File: src/rtl/scc_pkg.sv
package scc_pkg;

  typedef enum logic [1:0] {
    REQ_TICK   = 2'd0,
    REQ_HOUR   = 2'd1,
    REQ_MINUTE = 2'd2
  } req_t;

  typedef enum logic [1:0] {
    REG_HEAT_THRESHOLD = 2'd0,
    REG_HEAT_PERSIST   = 2'd1,
    REG_MEASURE_PERIOD = 2'd2,
    REG_RAMP_INTERVAL  = 2'd3
  } reg_idx_t;

  localparam int unsigned ADDR_W = 4;
  localparam int unsigned DATA_W = 32;

  localparam logic [9:0] THRESHOLD_RST = 10'd44;
  localparam logic [7:0] PERSIST_RST   = 8'd30;
  localparam logic [7:0] PERIOD_RST    = 8'd30;
  localparam logic [7:0] RAMP_RST      = 8'd7;

  localparam logic [5:0] SEC_MAX  = 6'd59;
  localparam logic [5:0] MIN_MAX  = 6'd59;
  localparam logic [4:0] HOUR_MAX = 5'd23;

  localparam logic [4:0] MORNING_HOUR = 5'd7;
  localparam logic [4:0] EVENING_HOUR = 5'd20;
  localparam logic [5:0] RAMP_END_MIN = 6'd30;

  localparam logic [7:0] DUTY_DOWN_MIN = 8'd6;
  localparam logic [7:0] DUTY_ZERO_MAX = 8'd7;
  localparam logic [7:0] DUTY_UP_MAX   = 8'd249;
  localparam logic [7:0] DUTY_FULL_MIN = 8'd250;
  localparam logic [7:0] DUTY_FULL     = 8'd255;
  localparam logic [7:0] COUNT_MAX     = 8'd255;

  localparam logic [4:0] L1_ON_H  = 5'd7;
  localparam logic [5:0] L1_ON_M  = 6'd30;
  localparam logic [4:0] L1_OFF_H = 5'd19;
  localparam logic [5:0] L1_OFF_M = 6'd0;
  localparam logic [4:0] L2_ON_H  = 5'd8;
  localparam logic [5:0] L2_ON_M  = 6'd0;
  localparam logic [4:0] L2_OFF_H = 5'd19;
  localparam logic [5:0] L2_OFF_M = 6'd30;
  localparam logic [4:0] L3_ON_H  = 5'd8;
  localparam logic [5:0] L3_ON_M  = 6'd30;
  localparam logic [4:0] L3_OFF_H = 5'd20;
  localparam logic [5:0] L3_OFF_M = 6'd0;

  typedef struct packed {
    logic [9:0] heat_threshold_code;
    logic [7:0] heat_persistence;
    logic [7:0] measure_period;
    logic [7:0] ramp_interval;
  } cfg_t;

  typedef struct packed {
    logic [4:0] hours;
    logic [5:0] minutes;
    logic [5:0] seconds;
    logic [2:0] lights;
    logic       heater_on;
    logic [7:0] led_duty;
    logic [9:0] temperature_code;
  } res_t;

  function automatic logic [7:0] sat_inc(input logic [7:0] v);
    sat_inc = (v == COUNT_MAX) ? v : v + 8'd1;
  endfunction

endpackage

File: src/rtl/scc_cfg.sv
module scc_cfg (
  input  logic                       clk,
  input  logic                       rst_n,
  input  logic                       psel,
  input  logic                       penable,
  input  logic                       pwrite,
  input  logic [scc_pkg::ADDR_W-1:0] paddr,
  input  logic [scc_pkg::DATA_W-1:0] pwdata,
  output logic [scc_pkg::DATA_W-1:0] prdata,
  output logic                       pready,
  output scc_pkg::cfg_t              cfg
);
  import scc_pkg::*;

  cfg_t     cfg_r;
  reg_idx_t idx;
  logic     wr_en;

  assign idx    = reg_idx_t'(paddr[3:2]);
  assign wr_en  = psel & penable & pwrite;
  assign pready = 1'b1;
  assign cfg    = cfg_r;

  always_ff @(posedge clk) begin
    if (!rst_n) begin
      cfg_r.heat_threshold_code <= THRESHOLD_RST;
      cfg_r.heat_persistence    <= PERSIST_RST;
      cfg_r.measure_period      <= PERIOD_RST;
      cfg_r.ramp_interval       <= RAMP_RST;
    end else if (wr_en) begin
      case (idx)
        REG_HEAT_THRESHOLD: cfg_r.heat_threshold_code <= pwdata[9:0];
        REG_HEAT_PERSIST:   cfg_r.heat_persistence    <= pwdata[7:0];
        REG_MEASURE_PERIOD: cfg_r.measure_period      <= pwdata[7:0];
        REG_RAMP_INTERVAL:  cfg_r.ramp_interval       <= pwdata[7:0];
        default: ;
      endcase
    end
  end

  always_comb begin
    case (idx)
      REG_HEAT_THRESHOLD: prdata = {22'd0, cfg_r.heat_threshold_code};
      REG_HEAT_PERSIST:   prdata = {24'd0, cfg_r.heat_persistence};
      REG_MEASURE_PERIOD: prdata = {24'd0, cfg_r.measure_period};
      REG_RAMP_INTERVAL:  prdata = {24'd0, cfg_r.ramp_interval};
      default:            prdata = '0;
    endcase
  end

endmodule

File: src/rtl/scc_core.sv
module scc_core (
  input  logic          clk,
  input  logic          rst_n,
  input  logic          load,
  input  logic [1:0]    req_type,
  input  logic [9:0]    adc_sample,
  input  scc_pkg::cfg_t cfg,
  output scc_pkg::res_t res
);
  import scc_pkg::*;

  logic [5:0] sec_r, sec_nxt;
  logic [5:0] min_r, min_nxt;
  logic [4:0] hour_r, hour_nxt;
  logic [9:0] held_r, held_nxt;
  logic [7:0] meas_cnt_r, meas_cnt_nxt;
  logic       heater_r, heater_nxt;
  logic [7:0] heat_cnt_r, heat_cnt_nxt;
  logic [7:0] ramp_cnt_r, ramp_cnt_nxt;
  logic [7:0] duty_r, duty_nxt;
  logic [2:0] lights_r, lights_nxt;

  logic cold;
  logic morning;
  logic evening;
  req_t req;

  assign req = req_t'(req_type);

  always_comb begin
    sec_nxt      = sec_r;
    min_nxt      = min_r;
    hour_nxt     = hour_r;
    held_nxt     = held_r;
    meas_cnt_nxt = meas_cnt_r;
    heater_nxt   = heater_r;
    heat_cnt_nxt = heat_cnt_r;
    ramp_cnt_nxt = ramp_cnt_r;
    duty_nxt     = duty_r;
    lights_nxt   = lights_r;
    cold         = held_r <= cfg.heat_threshold_code;
    morning      = 1'b0;
    evening      = 1'b0;

    case (req)
      REQ_TICK: begin
        if (sec_r >= SEC_MAX) begin
          sec_nxt = '0;
          if (min_r >= MIN_MAX) begin
            min_nxt  = '0;
            hour_nxt = (hour_r >= HOUR_MAX) ? 5'd0 : hour_r + 5'd1;
          end else begin
            min_nxt = min_r + 6'd1;
          end
        end else begin
          sec_nxt = sec_r + 6'd1;
        end

        meas_cnt_nxt = sat_inc(meas_cnt_r);

        // heater: count ticks that disagree with the current level
        heat_cnt_nxt = (cold != heater_r) ? sat_inc(heat_cnt_r) : 8'd0;
        if (heat_cnt_nxt >= cfg.heat_persistence) begin
          heat_cnt_nxt = '0;
          heater_nxt   = ~heater_r;
        end

        morning = (hour_nxt == MORNING_HOUR) && (min_nxt <= RAMP_END_MIN);
        evening = (hour_nxt == EVENING_HOUR) && (min_nxt <= RAMP_END_MIN);
        if (morning) begin
          ramp_cnt_nxt = sat_inc(ramp_cnt_r);
          if (ramp_cnt_nxt >= cfg.ramp_interval && duty_r >= DUTY_DOWN_MIN) begin
            duty_nxt     = duty_r - 8'd1;
            ramp_cnt_nxt = '0;
          end
          if (duty_nxt <= DUTY_ZERO_MAX) duty_nxt = '0;
        end
        if (evening) begin
          ramp_cnt_nxt = sat_inc(ramp_cnt_r);
          if (ramp_cnt_nxt >= cfg.ramp_interval && duty_r <= DUTY_UP_MAX) begin
            duty_nxt     = duty_r + 8'd1;
            ramp_cnt_nxt = '0;
          end
          if (duty_nxt >= DUTY_FULL_MIN) duty_nxt = DUTY_FULL;
        end

        if (meas_cnt_nxt >= cfg.measure_period) begin
          held_nxt     = adc_sample;
          meas_cnt_nxt = '0;
        end
      end
      REQ_HOUR:   hour_nxt = (hour_r >= HOUR_MAX) ? 5'd0 : hour_r + 5'd1;
      REQ_MINUTE: min_nxt  = (min_r >= MIN_MAX) ? 6'd0 : min_r + 6'd1;
      default: ;
    endcase

    if (hour_nxt == L1_ON_H  && min_nxt == L1_ON_M)  lights_nxt[0] = 1'b1;
    if (hour_nxt == L1_OFF_H && min_nxt == L1_OFF_M) lights_nxt[0] = 1'b0;
    if (hour_nxt == L2_ON_H  && min_nxt == L2_ON_M)  lights_nxt[1] = 1'b1;
    if (hour_nxt == L2_OFF_H && min_nxt == L2_OFF_M) lights_nxt[1] = 1'b0;
    if (hour_nxt == L3_ON_H  && min_nxt == L3_ON_M)  lights_nxt[2] = 1'b1;
    if (hour_nxt == L3_OFF_H && min_nxt == L3_OFF_M) lights_nxt[2] = 1'b0;
  end

  always_ff @(posedge clk) begin
    if (!rst_n) begin
      sec_r      <= '0;
      min_r      <= '0;
      hour_r     <= '0;
      held_r     <= '0;
      meas_cnt_r <= '0;
      heater_r   <= 1'b0;
      heat_cnt_r <= '0;
      ramp_cnt_r <= '0;
      duty_r     <= DUTY_FULL;
      lights_r   <= '0;
    end else if (load) begin
      sec_r      <= sec_nxt;
      min_r      <= min_nxt;
      hour_r     <= hour_nxt;
      held_r     <= held_nxt;
      meas_cnt_r <= meas_cnt_nxt;
      heater_r   <= heater_nxt;
      heat_cnt_r <= heat_cnt_nxt;
      ramp_cnt_r <= ramp_cnt_nxt;
      duty_r     <= duty_nxt;
      lights_r   <= lights_nxt;
    end
  end

  assign res.hours            = hour_r;
  assign res.minutes          = min_r;
  assign res.seconds          = sec_r;
  assign res.lights           = lights_r;
  assign res.heater_on        = heater_r;
  assign res.led_duty         = duty_r;
  assign res.temperature_code = held_r;

endmodule

File: src/rtl/scheduled_clock_controller.sv
// An accepted input passes the input register, then the state/result register, after which
// out_valid rises. Throughput: one transaction per cycle unless a valid result is stalled;
// the result register is the clock and control state. in_stall rises only when a registered
// transaction waits behind a stalled result.
// Reset (synchronous, rst_n low): pipeline empty, time 00:00:00, heater off, lights off,
// LED duty 255, held code 0, registers back to their defaults (44, 30, 30, 7).
module scheduled_clock_controller (
  input  logic                       clk,
  input  logic                       rst_n,
  input  logic                       in_valid,
  output logic                       in_stall,
  input  logic [1:0]                 in_req_type,
  input  logic [9:0]                 in_adc_sample,
  output logic                       out_valid,
  input  logic                       out_stall,
  output logic [4:0]                 out_hours,
  output logic [5:0]                 out_minutes,
  output logic [5:0]                 out_seconds,
  output logic                       out_light_one,
  output logic                       out_light_two,
  output logic                       out_light_three,
  output logic                       out_heater_on,
  output logic [7:0]                 out_led_duty,
  output logic [9:0]                 out_temperature_code,
  input  logic                       psel,
  input  logic                       penable,
  input  logic                       pwrite,
  input  logic [scc_pkg::ADDR_W-1:0] paddr,
  input  logic [scc_pkg::DATA_W-1:0] pwdata,
  output logic [scc_pkg::DATA_W-1:0] prdata,
  output logic                       pready
);
  import scc_pkg::*;

  cfg_t       cfg;
  res_t       res;
  logic       stg_valid_r;
  logic [1:0] stg_req_r;
  logic [9:0] stg_sample_r;
  logic       out_valid_r;
  logic       in_take;
  logic       load;

  assign load     = stg_valid_r & (~out_valid_r | ~out_stall);
  assign in_stall = stg_valid_r & ~load;
  assign in_take  = in_valid & ~in_stall;

  always_ff @(posedge clk) begin
    if (!rst_n) begin
      stg_valid_r <= 1'b0;
      out_valid_r <= 1'b0;
    end else begin
      if (in_take)   stg_valid_r <= 1'b1;
      else if (load) stg_valid_r <= 1'b0;
      if (load)            out_valid_r <= 1'b1;
      else if (!out_stall) out_valid_r <= 1'b0;
    end
  end

  always_ff @(posedge clk) begin
    if (in_take) begin
      stg_req_r    <= in_req_type;
      stg_sample_r <= in_adc_sample;
    end
  end

  scc_cfg u_cfg (
    .clk     (clk),
    .rst_n   (rst_n),
    .psel    (psel),
    .penable (penable),
    .pwrite  (pwrite),
    .paddr   (paddr),
    .pwdata  (pwdata),
    .prdata  (prdata),
    .pready  (pready),
    .cfg     (cfg)
  );

  scc_core u_core (
    .clk        (clk),
    .rst_n      (rst_n),
    .load       (load),
    .req_type   (stg_req_r),
    .adc_sample (stg_sample_r),
    .cfg        (cfg),
    .res        (res)
  );

  assign out_valid            = out_valid_r;
  assign out_hours            = res.hours;
  assign out_minutes          = res.minutes;
  assign out_seconds          = res.seconds;
  assign out_light_one        = res.lights[0];
  assign out_light_two        = res.lights[1];
  assign out_light_three      = res.lights[2];
  assign out_heater_on        = res.heater_on;
  assign out_led_duty         = res.led_duty;
  assign out_temperature_code = res.temperature_code;

endmodule

File: config.mk
export PLATFORM = sky130hd
export DESIGN_NAME = scheduled_clock_controller
export DESIGN_NICKNAME = d
export VERILOG_FILES = /design/src/rtl/scc_pkg.sv /design/src/rtl/scc_cfg.sv /design/src/rtl/scc_core.sv /design/src/rtl/scheduled_clock_controller.sv
export SDC_FILE = /design/constraint.sdc
export NUM_CORES = 1
export LEC_CHECK = 0
export BUFFER_PORTS_ARGS = -buffer_cell sky130_fd_sc_hd__buf_2
export CORE_MARGIN = 8
export CORE_UTILIZATION = 43
export DETAILED_ROUTE_END_ITERATION = 8
export GPL_TIMING_DRIVEN = 0
export SLEW_MARGIN = 15
export SYNTH_ARGS = -nofsm -noshare
export SYNTH_HDL_FRONTEND = slang
export SYNTH_SLANG_ARGS = --single-unit
File: constraint.sdc
create_clock -name clk -period 11.15 [get_ports clk]
set_input_delay 2.23 -clock clk [delete_from_list [all_inputs] [get_ports clk]]
set_output_delay 2.23 -clock clk [all_outputs]
set_load 0.005 [all_outputs]
; ---- After elaboration in Yosys (flattened, before gate mapping)
; Cells that the tools add are included.
; Widths: inputs -> output; s select.
[totals]
word_cells = 138
ff_bits = 111
out_inout_bits = 74
inputBits = 55
[classes]
n_lt_le_gt_ge = 12
addsub = 8
n_reduce_logical = 29
n_bitwise = 11
mux = 41
eq_ne = 17
[ops]
columns = operator, n
row1 = $mux 8, 20
row2 = $pmux 32 s4, 1
row3 = $add 8x1->8 const B, 4
row4 = $eq 8x8->1 const B, 3
row5 = $ge 8x8->1, 3
row6 = $mux 6, 4
row7 = $mux 5, 4
row8 = $reduce_and 2->1, 8
row9 = $eq 5x5->1 const B, 3
row10 = $add 6x1->6 const B, 2
row11 = $ge 6x6->1 const B, 2
row12 = $pmux 6 s2, 1
row13 = $eq 5x3->1 const B, 2
row14 = $le 10x10->1, 1
row15 = $logic_and 1x1->1, 10
row16 = $mux 1, 10
row17 = $pmux 5 s2, 1
row18 = $reduce_bool 2->1, 5
row19 = $reduce_and 3->1, 3
row20 = $ge 8x3->1 const B, 1
row21 = $ge 8x8->1 const B, 1
row22 = $le 8x3->1 const B, 1
row23 = $le 8x8->1 const B, 1
row24 = $sub 8x1->8 const B, 1
row25 = 14 further kinds, 26

; ---- Longest topological paths before layout
[depth]
depth_word = 18
ltp_mapped = 19
mapped_depth_nobuf = 19

; ---- Modules after synthesis
; From an unflattened synthesis, not the netlist that was laid out.
[hier_totals]
cells_unflattened = 847
hier_area_um2 = 7196.9
[modules_own_cells]
columns = module, area_per_inst_um2, seq_area_each_um2, cells_per_inst, n_inst
row1 = scc_core, 5016.1, 1261.2, 651, 1
row2 = scc_cfg, 1736.7, 680.7, 176, 1
row3 = scheduled_clock_controller, 444.2, 400.4, 20, 1

; ---- Least setup slack after synthesis
; OpenSTA, ideal clock, no wires.
[synth_timing]
kind = input to output
from = in paddr[2] in the netlist's numbering
to = out prdata[0] in the netlist's numbering
t_required_ps = 8920
n_path_buf = 1
arrival_time_ps = 3263
path_stages = 2
setup_slack_ps = 5657
cell_sequence = buf_1 > mux4_2
[synth_via]
elab_chain_cells = 2
word_cells_on_any_way = 5
classes_between = eq/ne: 3 / mux: 1 / reduce/logical: 1
[synth_rtl]
columns = element, line_no
row1 = "start, declared", scheduled_clock_controller.sv:28  ; input logic [scc_pkg::ADDR_W-1:0] paddr,
row2 = "$eq 2x2->1, or another cell as far along", scc_cfg.sv:42  ; case (idx)
row3 = $pmux 32 s4 *, scc_cfg.sv:42
row4 = "end, declared", scheduled_clock_controller.sv:30  ; output logic [scc_pkg::DATA_W-1:0] prdata,
; Mark *: on every way between the ends. The rest lies on a longest branch, timed or not. The select of a mux whose other input is x is not followed.

; ---- Final worst setup path
[layout_timing]
from = in paddr[2] in the netlist's numbering
to = out prdata[4] in the netlist's numbering
; The elaborated chain is that of the path after synthesis.

==> impl_metrics.csv <==
group,metric,value,unit
status,outcome,"finished clean",
critical_path,cp_cell_sequence,"buf_2 -> buf_1 -> mux4_2 -> buf_2",
placement,portBuffers,80,
synthesis,syn_avg_cell_area,8.263,um^2
min_path,min-delay-start,"u_core.lights_r[2]$_SDFFE_PN0P_",
detailed_routing,routedWlPerCell,16.38,um
synthesis,synth_warnings,0,
min_path,hold_path_class,"reg -> reg",
sta,worstMarginPinSlew,1.036,ns
synthesis,synth-edff-count,12,
cts,numCtsBuffers,9,
synthesis,ys_seq_elements,111,
global_routing,overflow,0,
floorplan,core_area,0.01647,mm^2
detailed_routing,vias,6494,
placement,dp.cells,1189,
sta,max_freq,167.3,MHz
critical_path,cp_max_fo,10,
synthesis,yosysSeqAreaShare,32.66,%
floorplan,die_area,0.02107,mm^2
layout,antennaDiodeCount,0,
critical_path,crit_family,"buffers and inverters",
global_routing,antenna_found_initial,0,
cts,root_buffer,"clkbuf_16",
power_and_ir_drop,ir_drop,71.49,uV
detailed_routing,drt_wl_total,19.74,mm
global_routing,grt_usage,18.44,%
synthesis,synth_cells,868,
sta,rsz0062_at_grt,"false",
layout,multi_input_area,0.004417,mm^2
synthesis,synth-async-reset-ratio,0,%
detailed_routing,drt_iter0_drc,452,
critical_path,reg2reg_slack,6.49,ns
sta,finalCritPeriodShare,53.62,%
sta,setup_viol,0,
global_routing,grt_pass1_vias,6077,
job,drv_cap,0,
power_and_ir_drop,p_leak,3.507,nW
cts,cts_num_sinks,111,
min_path,min_delay_path_depth,2,
layout,final_nets,1079,
global_routing,grt_pass1_wl,32.29,mm
floorplan,io_pins,129,
layout,stdcell_area,0.008233,mm^2
synthesis,netlist_area,0.007172,mm^2
cts,cts_tree,"built",
layout,regArea,0.002342,mm^2
critical_path,critPathLaunchType,"primary input",
detailed_routing,ant_nets,0,
placement,placed_area,0.007931,mm^2
sta,max-slew-margin-rel,30.78,%
layout,layout-drive-gt1-share,14.21,%
cts,cts_hold_buf,0,
sta,drv_slew,0,
detailed_routing,firstDrtPassIters,5,
critical_path,critPathRequiredTime,8.92,ns
synthesis,ys_types,70,
layout,fin_util,50.00,%
cts,worstSkewPairLatency,0.36,ns
sta,clock_skew,0.009981,ns
critical_path,regToRegStartpoint,"u_core.ramp_cnt_r[0]$_SDFFE_PN0P_",
critical_path,end_kind,"output port",
critical_path,worst-path-buf-inv,3,
layout,syn2layout_area_growth,14.79,%
cts,ctsLongestPathBuffers,2,
layout,final_common_cell,"nand2_1",
critical_path,ff2ff_path_depth,16,
detailed_routing,detail_route.vias_per_cell,5.389,
layout,final_cells,1205,
synthesis,synth_ff_type,"dfxtp_1",
detailed_routing,drcViolationCount,0,
layout,mostFrequentLayoutCells,"nand2_1 (118), dfxtp_1 (99), buf_2 (80)",
placement,gp_congestion,0.8943,
critical_path,crit_slowest_cell,"mux4_2",
sta,setup_tns,0,ns
floorplan,row_count,47,
critical_path,crit_type,"in -> out",
placement,pre_cts_ws,5.141,ns
sta,final.setup.worst_slack,5.172,ns
floorplan,start_util,43.56,%
sta,hold_viol,0,
min_path,hold_end,"u_core.lights_r[2]$_SDFFE_PN0P_",
sta,min_period,5.978,ns
cts,cts-resized-gates,0,
power_and_ir_drop,power_density,101.0,mW/mm^2
critical_path,cpPeakStageDelay,0.62,ns
global_routing,grt_max_degree,20,
floorplan,die_y,145.1,um
critical_path,crit_path_frequent_cell,"buf_2",
cts,clk_pin_slew_worst_paths,0.07,ns
critical_path,rr_endpoint,"u_core.duty_r[0]$_SDFFE_PN1P_",
cts,htreeDepth,3,
critical_path,arrival,3.75,ns
cts,cts_setup_buffers,0,
floorplan,dieWidth,145.1,um
layout,nFillCells,1617,
placement,hpwl,15.11,mm
-- cell usage after synthesis, types with 6 or more instances --
master,instances,share of area (%)
o21ai_1,10,0.70
o211ai_1,17,1.8
xor2_1,6,0.73
nand2_1,118,6.2
nand4_1,17,1.5
mux2i_1,24,3.3
a21oi_1,33,2.3
clkbuf_1,38,2.0
buf_4,23,2.4
o21a_1,7,0.73
ha_1,44,7.7
nor2_1,50,2.6
nor2b_1,24,2.1
mux4_2,8,2.5
a21boi_1,21,2.2
and2_1,13,1.1
and3_1,13,1.1
nand3_1,37,2.6
or3_1,6,0.52
dfxtp_1,99,28
o21ai_0,35,2.4
a21o_1,12,1.3
o2111ai_1,6,0.73
a21boi_0,17,1.8
nor3_1,15,1.0
xnor2_1,16,2.0
inv_1,45,2.4
edfxtp_1,12,5.0
nand2b_1,16,1.4
-- report_power, final --
group          switching (mW)  internal [mW]  total [mW]
clock                   0.166          0.178       0.344
sequential            0.00496          0.410       0.415
combinational          0.0419         0.0304      0.0723
total                   0.213          0.619       0.831
-- per-layer routing --
metal / GRT usage (%) / vias up / part of all wire [%]
li1: - / 3291 / -
met1: 25.08 / 3000 / 48
met2: 29.39 / 178 / 45
met3: 3.234 / 25 / 5.0
met4: 5.206 / 0 / 1.5
met5: 0 / - / 0
-- metrics by stage --
| step | power (mW) | hold WS, ns |
|---|---|---|
| final | 0.8314 | 0.4692 |
| after global routing | 0.8625 | 0.4862 |
| after CTS | 0.8400 | 0.4734 |
| after detailed placement | 0.4968 | 0.4524 |
| after global placement | 0.4964 | 0.4487 |
| after floorplan | 0.4704 | 0.4435 |
-- cells by family (layout without fill, tap and decap cells) --
kind of cell | after synthesis | after routing | share of synthesized area [%]
other | 2 | 23 | 0.1047
and+or+nand+nor | 336 | 336 | 23.27
DFF | 111 | 111 | 32.66
muxes | 35 | 35 | 6.490
adders and majority gates | 44 | 44 | 7.676
AOI/OAI and AO/OA | 209 | 209 | 20.19
xor gates and xnor gates | 22 | 22 | 2.687
buffers and inverters | 109 | 205 | 6.926
-- state kept, by name (all words and copies together), names as in the netlist --
| name | cells |
|---|---|
| u_core.heater_r | 1 |
| u_core.lights_r | 3 |
| u_core.duty_r | 8 |
| u_core.heat_cnt_r | 8 |
| u_cfg.cfg | 34 |
| stg_valid_r | 1 |
| u_core.sec_r | 6 |
| out_valid | 1 |
| u_core.hour_r | 5 |
| u_core.meas_cnt_r | 8 |
| stg_sample_r | 10 |
| u_core.min_r | 6 |
| stg_req_r | 2 |
| u_core.held_r | 10 |
| u_core.ramp_cnt_r | 8 |
-- area by class of cell --
cell class	count	area share, %
Multi-Input combinational cell	669	53.65
Sequential cell	111	28.45
Timing Repair Buffer	80	4.863
Buffer	64	3.982
Tap cell	220	3.343
Clock buffer	9	2.736
Inverter	45	2.052
Clock inverter	7	0.9271
-- tightest hold or removal path: cells and delay by family, from the launching register on --
family	cells	cell delay [ns]
flip-flops	1	0.33
AND/OR/NAND/NOR	1	0.07
AO/OA/AOI/OAI	1	0.04
-- how the worst max path moves through the flow --
| stage | from | endpoint | slack [ns] | depth (start not counted) |
|---|---|---|---|---|
| 6_report | paddr[2] | prdata[4] | 5.17 | 4 |
| 5_1_grt | paddr[2] | prdata[4] | 5.04 | 4 |
| 4_1_cts | paddr[2] | prdata[4] | 5.14 | 4 |
| 3_5_place_dp | paddr[2] | prdata[4] | 5.14 | 4 |
| 3_3_place_gp | paddr[2] | prdata[7] | 5.13 | 4 |
| 2_1_floorplan | paddr[2] | prdata[0] | 5.66 | 2 |
Power figures use the tool's default switching activity.
